## src/rtl/core/i2cm_pkg.sv

```systemverilog
// Types and constants of the I2C bit-level master core.
`timescale 1ns / 1ps

package i2cm_pkg;

   // Command codes; the top code means no command is running
   typedef enum logic [2:0] {
      CMD_START   = 3'd0,
      CMD_STOP    = 3'd1,
      CMD_WRITE   = 3'd2,
      CMD_READ    = 3'd3,
      CMD_WAITACK = 3'd4,
      CMD_ACK     = 3'd5,
      CMD_NACK    = 3'd6,
      CMD_IDLE    = 3'd7
   } cmd_type;

   // Configuration register indexes
   localparam logic [1:0] CSR_BIT_PHASE   = 2'd0;
   localparam logic [1:0] CSR_COND_PHASE  = 2'd1;
   localparam logic [1:0] CSR_ACK_TIMEOUT = 2'd2;

   localparam logic [7:0]  BIT_PHASE_RESET   = 8'd2;
   localparam logic [7:0]  COND_PHASE_RESET  = 8'd4;
   localparam logic [15:0] ACK_TIMEOUT_RESET = 16'd250;
   localparam logic [3:0]  BITS_PER_BYTE     = 4'd8;

   // Input word
   typedef struct packed {
      logic       cmd_valid;
      logic [2:0] kind;
      logic [7:0] byte_in;
      logic       sda_in;
   } req_type;

   // Result word
   typedef struct packed {
      logic       scl_level;
      logic       sda_level;
      logic       sda_drive;
      logic       busy_res;
      logic       done_res;
      logic [7:0] read_data;
      logic       ack_missing;
   } rsp_type;

   // Configuration registers
   typedef struct packed {
      logic [7:0]  bit_phase_ticks;
      logic [7:0]  cond_phase_ticks;
      logic [15:0] ack_timeout;
   } cfg_type;

   // Sequencer state
   typedef struct packed {
      cmd_type     active_cmd;
      logic [7:0]  phase_count;
      logic [2:0]  step_index;
      logic [3:0]  bit_count;
      logic [7:0]  shift_reg;
      logic [15:0] timeout_count;
      logic        scl;
      logic        sda;
      logic        drv;
      logic        ack_flag;
      logic [7:0]  last_read;
   } core_state_type;

endpackage

```

## src/rtl/core/i2cm_step.sv

```systemverilog
// Next-state logic of the I2C sequencer for one tick.
`timescale 1ns / 1ps

module i2cm_step (
   input  i2cm_pkg::core_state_type state,
   input  i2cm_pkg::cfg_type        cfg,
   input  i2cm_pkg::req_type        req,
   output i2cm_pkg::core_state_type state_next,
   output logic                     done
);
   import i2cm_pkg::*;

   // Begin step s of the running command: set pins, load phase length
   function automatic core_state_type enter_step(core_state_type st, logic [2:0] s,
                                                 logic [7:0] bit_len, logic [7:0] cond_len);
      core_state_type r;
      r = st;
      r.step_index = s;
      unique case (st.active_cmd)
         CMD_START: begin
            r.phase_count = cond_len;
            if (s == 3'd0) begin
               r.drv = 1'b1;
               r.scl = 1'b1;
               r.sda = 1'b1;
            end else begin
               r.sda = 1'b0;
            end
         end
         CMD_STOP: begin
            r.phase_count = cond_len;
            if (s == 3'd0) begin
               r.drv = 1'b1;
               r.scl = 1'b0;
               r.sda = 1'b0;
            end else if (s == 3'd1) begin
               r.scl = 1'b1;
            end else begin
               r.sda = 1'b1;
            end
         end
         CMD_WRITE: begin
            r.phase_count = bit_len;
            if (s == 3'd0) begin
               r.drv       = 1'b1;
               r.scl       = 1'b0;
               r.sda       = st.shift_reg[7];
               r.shift_reg = {st.shift_reg[6:0], 1'b0};
            end else begin
               r.scl = (s == 3'd1);
            end
         end
         CMD_READ: begin
            r.phase_count = bit_len;
            if (s == 3'd0) begin
               r.drv = 1'b0;
               r.scl = 1'b0;
            end else begin
               r.scl = 1'b1;
            end
         end
         CMD_WAITACK: begin
            r.phase_count = bit_len;
            if (s == 3'd0) begin
               r.drv = 1'b0;
               r.sda = 1'b1;
            end else if (s == 3'd1) begin
               r.scl = 1'b1;
            end
         end
         default: begin
            // ack / nack
            r.phase_count = bit_len;
            if (s == 3'd0) begin
               r.drv = 1'b1;
               r.scl = 1'b0;
               r.sda = (st.active_cmd == CMD_NACK);
            end else begin
               r.scl = 1'b1;
            end
         end
      endcase
      return r;
   endfunction

   logic [7:0] bit_len;
   logic [7:0] cond_len;

   // A zero phase register gives one-tick phases
   assign bit_len  = (cfg.bit_phase_ticks  == 8'd0) ? 8'd1 : cfg.bit_phase_ticks;
   assign cond_len = (cfg.cond_phase_ticks == 8'd0) ? 8'd1 : cfg.cond_phase_ticks;

   always_comb begin
      core_state_type n;
      logic [3:0]     bit_count_inc;
      n             = state;
      done          = 1'b0;
      bit_count_inc = state.bit_count + 4'd1;

      if (state.active_cmd == CMD_IDLE) begin
         // idle: load a new command
         if (req.cmd_valid && (cmd_type'(req.kind) != CMD_IDLE)) begin
            n.active_cmd = cmd_type'(req.kind);
            n.bit_count  = 4'd0;
            case (cmd_type'(req.kind))
               CMD_WRITE:   n.shift_reg     = req.byte_in;
               CMD_READ:    n.shift_reg     = 8'd0;
               CMD_WAITACK: n.timeout_count = 16'd0;
               default:     ;
            endcase
            n = enter_step(n, 3'd0, bit_len, cond_len);
         end
      end else if ((state.active_cmd == CMD_WAITACK) && (state.step_index >= 3'd2)) begin
         // poll SDA for acknowledge
         if (!req.sda_in) begin
            n.ack_flag = 1'b0;
            n.scl      = 1'b0;
            done       = 1'b1;
         end else if (state.timeout_count >= cfg.ack_timeout) begin
            n.ack_flag = 1'b1;
            n.scl      = 1'b0;
            done       = 1'b1;
         end else begin
            n.timeout_count = state.timeout_count + 16'd1;
         end
      end else begin
         // count down the phase, then step on
         if (n.phase_count != 8'd0) n.phase_count = n.phase_count - 8'd1;
         if (n.phase_count == 8'd0) begin
            case (state.active_cmd)
               CMD_START: begin
                  if (state.step_index == 3'd0) begin
                     n = enter_step(n, 3'd1, bit_len, cond_len);
                  end else begin
                     n.scl = 1'b0;
                     done  = 1'b1;
                  end
               end
               CMD_STOP: begin
                  if (state.step_index < 3'd2) begin
                     n = enter_step(n, state.step_index + 3'd1, bit_len, cond_len);
                  end else begin
                     done = 1'b1;
                  end
               end
               CMD_WRITE: begin
                  if (state.step_index < 3'd2) begin
                     n = enter_step(n, state.step_index + 3'd1, bit_len, cond_len);
                  end else begin
                     n.bit_count = bit_count_inc;
                     if (bit_count_inc < BITS_PER_BYTE) begin
                        n = enter_step(n, 3'd0, bit_len, cond_len);
                     end else begin
                        done = 1'b1;
                     end
                  end
               end
               CMD_READ: begin
                  if (state.step_index == 3'd0) begin
                     n = enter_step(n, 3'd1, bit_len, cond_len);
                  end else begin
                     n.shift_reg = {state.shift_reg[6:0], req.sda_in};
                     n.bit_count = bit_count_inc;
                     if (bit_count_inc < BITS_PER_BYTE) begin
                        n = enter_step(n, 3'd0, bit_len, cond_len);
                     end else begin
                        n.scl       = 1'b0;
                        n.last_read = n.shift_reg;
                        done        = 1'b1;
                     end
                  end
               end
               CMD_WAITACK: begin
                  n = enter_step(n, state.step_index + 3'd1, bit_len, cond_len);
               end
               default: begin
                  // ack / nack
                  if (state.step_index == 3'd0) begin
                     n = enter_step(n, 3'd1, bit_len, cond_len);
                  end else begin
                     n.scl = 1'b0;
                     done  = 1'b1;
                  end
               end
            endcase
         end
      end

      if (done) n.active_cmd = CMD_IDLE;
      state_next = n;
   end

endmodule

```

## src/rtl/core/i2c_bit_level_master_core.sv

```systemverilog
// Top level of the tick-driven I2C bit-level master.
`timescale 1ns / 1ps

// Each accepted req word is one bus tick, optionally carrying a command
// (start, stop, write byte, read byte, wait ack, ack, nack). The sequencer
// state is updated in the accepting cycle; pin levels, busy/done, read
// byte and ack-missing flag appear in the rsp word in the cycle after,
// held in an output register. One tick is taken every cycle while rsp
// words are being taken; req_ready drops only while a rsp word stalls.
// User must write phase lengths, ack timeout (reset 2, 4, 250) via csr
// port only while no command runs; the block does not enforce this.
module i2c_bit_level_master_core (
   input  logic              clock,
   input  logic              reset,
   input  logic              req_valid,
   output logic              req_ready,
   input  i2cm_pkg::req_type req_data,
   output logic              rsp_valid,
   input  logic              rsp_ready,
   output i2cm_pkg::rsp_type rsp_data,
   input  logic              csr_we,
   input  logic [1:0]        csr_index,
   input  logic [15:0]       csr_wdata
);
   import i2cm_pkg::*;

   core_state_type state_ff, state_in;
   cfg_type        cfg_ff, cfg_in;
   logic           rsp_valid_ff, rsp_valid_in;
   rsp_type        rsp_data_ff, rsp_data_in;
   logic           req_accept;
   logic           step_done;

   // Tick sequencer
   i2cm_step u_step (
      .state      (state_ff),
      .cfg        (cfg_ff),
      .req        (req_data),
      .state_next (state_in),
      .done       (step_done)
   );

   // Handshake: take a word whenever the output register frees up
   assign req_ready  = !rsp_valid_ff || rsp_ready;
   assign req_accept = req_valid && req_ready;

   // Result word from the new state
   always_comb begin
      rsp_data_in.scl_level   = state_in.scl;
      rsp_data_in.sda_level   = state_in.sda;
      rsp_data_in.sda_drive   = state_in.drv;
      rsp_data_in.busy_res    = (state_in.active_cmd != CMD_IDLE);
      rsp_data_in.done_res    = step_done;
      rsp_data_in.read_data   = state_in.last_read;
      rsp_data_in.ack_missing = state_in.ack_flag;
   end

   always_comb begin
      rsp_valid_in = rsp_valid_ff;
      if (req_accept)     rsp_valid_in = 1'b1;
      else if (rsp_ready) rsp_valid_in = 1'b0;
   end

   // Register write decode
   always_comb begin
      cfg_in = cfg_ff;
      if (csr_we) begin
         unique case (csr_index)
            CSR_BIT_PHASE:   cfg_in.bit_phase_ticks  = csr_wdata[7:0];
            CSR_COND_PHASE:  cfg_in.cond_phase_ticks = csr_wdata[7:0];
            CSR_ACK_TIMEOUT: cfg_in.ack_timeout      = csr_wdata;
            default:         ;
         endcase
      end
   end

   // Control state and registers
   always_ff @(posedge clock) begin
      if (reset) begin
         state_ff.active_cmd    <= CMD_IDLE;
         state_ff.phase_count   <= 8'd0;
         state_ff.step_index    <= 3'd0;
         state_ff.bit_count     <= 4'd0;
         state_ff.shift_reg     <= 8'd0;
         state_ff.timeout_count <= 16'd0;
         state_ff.scl           <= 1'b1;
         state_ff.sda           <= 1'b1;
         state_ff.drv           <= 1'b1;
         state_ff.ack_flag      <= 1'b0;
         state_ff.last_read     <= 8'd0;
         cfg_ff.bit_phase_ticks  <= BIT_PHASE_RESET;
         cfg_ff.cond_phase_ticks <= COND_PHASE_RESET;
         cfg_ff.ack_timeout      <= ACK_TIMEOUT_RESET;
         rsp_valid_ff           <= 1'b0;
      end else begin
         if (req_accept) state_ff <= state_in;
         cfg_ff       <= cfg_in;
         rsp_valid_ff <= rsp_valid_in;
      end
   end

   // Output word register
   always_ff @(posedge clock) begin
      if (req_accept) rsp_data_ff <= rsp_data_in;
   end

   assign rsp_valid = rsp_valid_ff;
   assign rsp_data  = rsp_data_ff;

endmodule

```

## config.mk

```make
export PLATFORM = sky130hd
export DESIGN_NAME = i2c_bit_level_master_core
export DESIGN_NICKNAME = d
export VERILOG_FILES = /design/src/rtl/core/i2cm_pkg.sv /design/src/rtl/core/i2cm_step.sv /design/src/rtl/core/i2c_bit_level_master_core.sv
export SDC_FILE = /design/constraint.sdc
export NUM_CORES = 1
export LEC_CHECK = 0
export BUFFER_PORTS_ARGS = -buffer_cell sky130_fd_sc_hd__buf_2
export CORE_ASPECT_RATIO = 0.9
export CORE_UTILIZATION = 50
export CTS_CLUSTER_DIAMETER = 30
export DETAILED_ROUTE_END_ITERATION = 16
export GPL_TIMING_DRIVEN = 1
export PLACE_DENSITY = 0.69
export SLEW_MARGIN = 5
export SYNTH_ARGS = -nofsm -noshare
export SYNTH_HDL_FRONTEND = slang
export SYNTH_SLANG_ARGS = --single-unit
```

## constraint.sdc

```tcl
create_clock -name clock -period 3.65 [get_ports clock]
set_input_delay 0.365 -clock clock [delete_from_list [all_inputs] [get_ports clock]]
set_output_delay 0.365 -clock clock [all_outputs]
set_load 0.01 [all_outputs]
```

[Word level (Yosys, flattened, before mapping)]
Index checks and enable logic that the tools add are counted.
W data, S select, Z words.
Storage, ports and cells
  output and inout bits: 16
  bits of input ports: 36
  word-level logic and storage cells: 153
  register bits after elaboration: 101
Operators by class
  $add $sub $neg: 4
  order comparisons: 4
  reductions and logical operators: 31
  mux-type cells: 62
  eq/ne operators: 30
Operators by type and width (count)
  $mux W51: 5
  $pmux W51 S5: 1
  $mux W39: 3
  $mux W54: 2
  $mux W8: 10
  $mux W16: 3
  $mux W1: 25
  $logic_not A8 Y1: 3
  $mux W23: 1
  $mux W17: 1
  $add A16 B1 Y16 const B: 1
  $ge A16 B16 Y1: 1
  $pmux W8 S2: 1
  $eq A3 B2 Y1 const B: 4
  $eq A3 B3 Y1 const B: 4
  $logic_not A3 Y1: 4
  $reduce_and A12 Y1: 1
  $mux W11: 1
  $reduce_and A11 Y1: 1
  $mux W2: 5
  $ne A2 B1 Y1 const B: 5
  $eq A3 B1 Y1 const B: 3
  $ne A3 B2 Y1 const B: 3
  $reduce_and A9 Y1: 1
  other kinds (28): 42

[Logic depth before layout (Yosys ltp)]
  word-level depth: 12
  gate-level depth with buffers: 11
  gate-level depth less buffers: 9

[By module]
A second synthesis with hierarchy kept.
Second synthesis, totals
  cell total of the unflattened synthesis: 906
  area total of the unflattened synthesis: 7088.0 um^2
Modules (own cells, without submodules)
  i2c_bit_level_master_core: times used 1, cells each 408, area each 3966.3 um^2
  i2cm_step: times used 1, cells each 498, area each 3121.7 um^2

[Least setup slack after synthesis]
Ideal clock, no wire load.
  kind: register to register
  from: reg state_ff[43] (netlist name)
  to: reg rsp_data_ff (netlist bit rsp_data[1]) (data pin)
  path buffers: 1
  clock period less this slack: 2.932 ns
  setup slack: 0.718 ns
  stages on the path, launching flop included: 9
  arrival: 2.672 ns
  cell sequence: dfxtp_1 inv_1 ha_1 or4b_4 a211oi_2 o2111ai_1 nor4_4 buf_4 mux2_2
RTL lines
  start, declared: line i2c_bit_level_master_core.sv:27  | core_state_type state_ff, state_in;
  start signal, assigned: line i2c_bit_level_master_core.sv:96  | if (req_accept) state_ff <= state_in;
  end signal, assigned: line i2c_bit_level_master_core.sv:104  | if (req_accept) rsp_data_ff <= rsp_data_in;
  end, declared: line i2c_bit_level_master_core.sv:30  | rsp_type rsp_data_ff, rsp_data_in;

[Worst setup path in the final report]
  from: reg state_ff[43] (netlist name)
  to: reg state_ff[28] (netlist name)
Between the ends
  cells in the longest elaborated chain, start to end: 7
RTL lines
  $sub A8 B1 Y8 or $reduce_bool A8 Y1 (tied branches): line i2cm_step.sv:128  | if (n.phase_count != 8'd0) n.phase_count = n.phase_count - 8'd1;
  $mux W8 *: line i2cm_step.sv:128
  $mux W8 *: line i2cm_step.sv:113  | end else if ((state.active_cmd == CMD_WAITACK) && (state.step_index >= 3'd2)) begin
  $mux W8 *: line i2cm_step.sv:100  | if (state.active_cmd == CMD_IDLE) begin
  $logic_not A8 Y1 *: line i2cm_step.sv:129  | if (n.phase_count == 8'd0) begin
  $reduce_bool A2 Y1 (no source line) *
  $reduce_and A12 Y1 (no source line) *
Mark *: on every way between the ends. The rest lies on a longest branch, timed or not. The select of a mux whose other input is x is not followed.
A chain may end at the register's enable or synchronous reset.

==> summary.md <==
| Metric | Value |
|---|---|
| WL final | 15,500 um |
| M1 wire length | 7140 um |
| Synth Cell Area | 0.00608 sq mm |
| Slowest stage delay, CP | 0.65 ns |
| TritonCTS clock tree | done |
| RSZ-0062 raised after global routing | no |
| Clock Latency Late Sink | 0.35 ns |
| Wire length on met2 | 7030 um |
| DP Worst Slack | 0.538 ns |
| IO Pins | 52 |
| Post-route setup TNS | 0 ns |
| Final min period | 3.14 ns |
| CP top delay family | compound AO/OA/AOI/OAI gates |
| Worst-margin pin slew | 0.728 ns |
| Ys Warns | 0 |
| Highest clock rate | 319 MHz |
| Sequential cell area fraction in the yosys report | 35.6% |
| Crit path launch type | register |
| Final setup viols | 0 |
| Clk root buf | clkbuf_16 |
| R2R setup slack | 0.51 ns |
| Antenna viol nets, final | 0 |
| Initial drt markers | 541 |
| Maximum fanout along the worst path | 15 |
| Relative slew slack | 51.4% |
| Final instance area | 0.00681 sq mm |
| Filler instances | 1,063 |
| Pin count of the biggest net entering global routing | 31 |
| Yosys cell types | 69 |
| Number of synthesized flops with an enable pin | 14 |
| Total GRT Usage | 25.8% |
| FF/Latch Area | 0.00216 sq mm |
| Worst-path clk slew | 0.07 ns |
| Die Span X | 118 um |
| Hold Path Class | input pin to register |
| Max Buffers Root-to-Sink | 2 |
| # rows | 37 |
| Syn_nets | 804 |
| Layout cells sized above 1 | 14.8% |
| Cell count after synthesis | 745 |
| Tcrit/Tclk final | 85.9% |
| Top Metal Used | met4 |
| Vias in the first global route | 5,365 |
| Cts hold-fix bufs | 0 |
| Antenna Cells | 0 |
| CP endpoint kind | register |
| Share of flip-flops with an asynchronous set or reset | 0% |
| Crit path DAT | 3.38 ns |
| Multi-input logic area | 0.00362 sq mm |
| Initial antenna violation count | 0 |
| Final hold vios | 0 |
| Area grow syn2layout | 12.1% |
| CORE AREA | 0.0116 sq mm |
| Gr ovfl total | 0 |
| CTS Sinks | 101 |
| Dpl hpwl | 11,100 um |
| Max_cap viols | 0 |
| Syn avg cell area | 8.16 sq um |
| Max H-tree Level | 3 |
| IO Port Bufs | 51 |
| Drc violations | 0 |
| Quantity of gates resized following cts | 0 |
| Dpl cell area | 0.00647 sq mm |
| Crit-path slowest cell | a221oi_4 |
| Global-route wire length before repair | 26,300 um |
| Die Ht | 107 um |
| Die Area | 0.0126 sq mm |
| Total number of vias | 5,739 |
| Crit path buf inv count | 1 |
| Final worst slack | 0.513 ns |
| Req. time, crit path | 3.89 ns |
| Setup Skew | 0.00893 ns |
| Min Hold Slack | 0.252 ns |
| Final Net Count | 837 |
| Num CTS Buffers | 9 |
| Via density per instance | 6.11 |
| #FFs+latches synth | 101 |
| Setup CP Type | register to register |
| Lkg Pwr | 2.67 nW |
| Outcome | finished clean |
| Metal3 WL | 1020 um |
| WL/cell | 16.5 um |
| Power Total | 2.84 mW |
| Iteration count of the initial detailed-routing pass | 6 |
| Power Density | 417 mW/mm^2 |
| Initial cell density of the core | 52.3% |
| Post-CTS setup buffers | 0 |
| CP cell instances | inv_1 > ha_1 > or4b_4 > a211oi_2 > o2111a_2 > nand2_4 > a221oi_4 > a21oi_1 > a31o_2 |
| Max-slew violations | 0 |
| Maximum vdd drop | 0.000328 V |
| GPL Wtd Cong | 0.913 |
| Main flop type after synthesis | dfxtp_1 |
where the power goes:
part,internal (mW),switching (mW)
clock network,0.637,0.434
logic,0.200,0.339
registers,1.18,0.0527
area by class of cell:
class / instances / area share [%]
Clock buffer: 13 / 4.30
Clock inverter: 3 / 0.679
Inverter: 34 / 1.87
Multi-Input combinational cell: 566 / 53.2
Sequential cell: 101 / 31.7
Tap cell: 156 / 2.86
Timing Repair Buffer: 66 / 5.40
metrics by stage:
stage	utilization (%)	cells
floorplan	-	745
global placement	55.7	923
global route	58.6	939
detailed placement	55.7	923
finish	58.6	939
CTS	58.6	939
state kept, by name, indices dropped and copies added, names as in the netlist:
signal	cells
rsp_valid	1
cfg_ff	32
rsp_data	14
state_ff	54
cells in the mapped netlist, drive strengths merged, types with 7 or more instances:
cell / n / area (sq um)
mux2i: 25 / 250
nand3: 29 / 145
edfxtp: 14 / 420
a22oi: 8 / 60.1
nor2: 62 / 233
o31ai: 9 / 81.3
nand2b: 8 / 50.1
o211ai: 16 / 120
and3: 8 / 50.1
clkbuf: 35 / 131
ha: 23 / 288
dfxtp: 87 / 1740
nand2: 84 / 323
a211oi: 10 / 95.1
a21oi: 80 / 400
mux2: 9 / 101
inv: 33 / 124
nor3: 15 / 85.1
buf: 9 / 47.6
o21ai: 44 / 220
nor2b: 7 / 43.8
nor3b: 11 / 82.6
a31oi: 7 / 43.8
or4: 10 / 75.1
layer usage:
layer	vias to the layer above	track usage [%]
met4	0	7.51
li1	2806	-
met1	2673	34.9
met2	227	42.5
met5	-	0
met3	33	4.26
logic make-up after synthesis:
kind of cell    synth area share, %
buf+inv                        5.04
xor+xnor                       1.30
fa+ha+maj                      4.90
compound gates                 25.1
mux                            5.78
simple gates                   22.3
flops                          35.6
final timing paths:
kind / startpoint / endpoint / cells after the start
setup / recovery: state_ff[43]$_SDFFE_PP0P_ / state_ff[28]$_SDFFE_PP0P_ / 9
hold / removal: csr_wdata[12] / cfg_ff[12]$_SDFFE_PP0P_ / 3
setup reg to reg: state_ff[43]$_SDFFE_PP0P_ / state_ff[28]$_SDFFE_PP0P_ / 9
hold reg to reg: cfg_ff[12]$_SDFFE_PP0P_ / cfg_ff[12]$_SDFFE_PP0P_ / 2
placed cells by master (no fill, tap or decap), drive strengths merged, types with 23 or more instances in the layout:
master | Yosys | layout
nor2 | 62 | 62
nand2 | 84 | 84
dfxtp | 87 | 87
inv | 33 | 34
mux2i | 25 | 25
nand3 | 29 | 29
a21oi | 80 | 80
o21ai | 44 | 44
buf | 9 | 66
ha | 23 | 23
tightest hold or removal path, stage by stage:
cell,delay [ns]
buf_2,0.09
nand2_1,0.04
a21oi_1,0.05
Power figures use the tool's default switching activity.
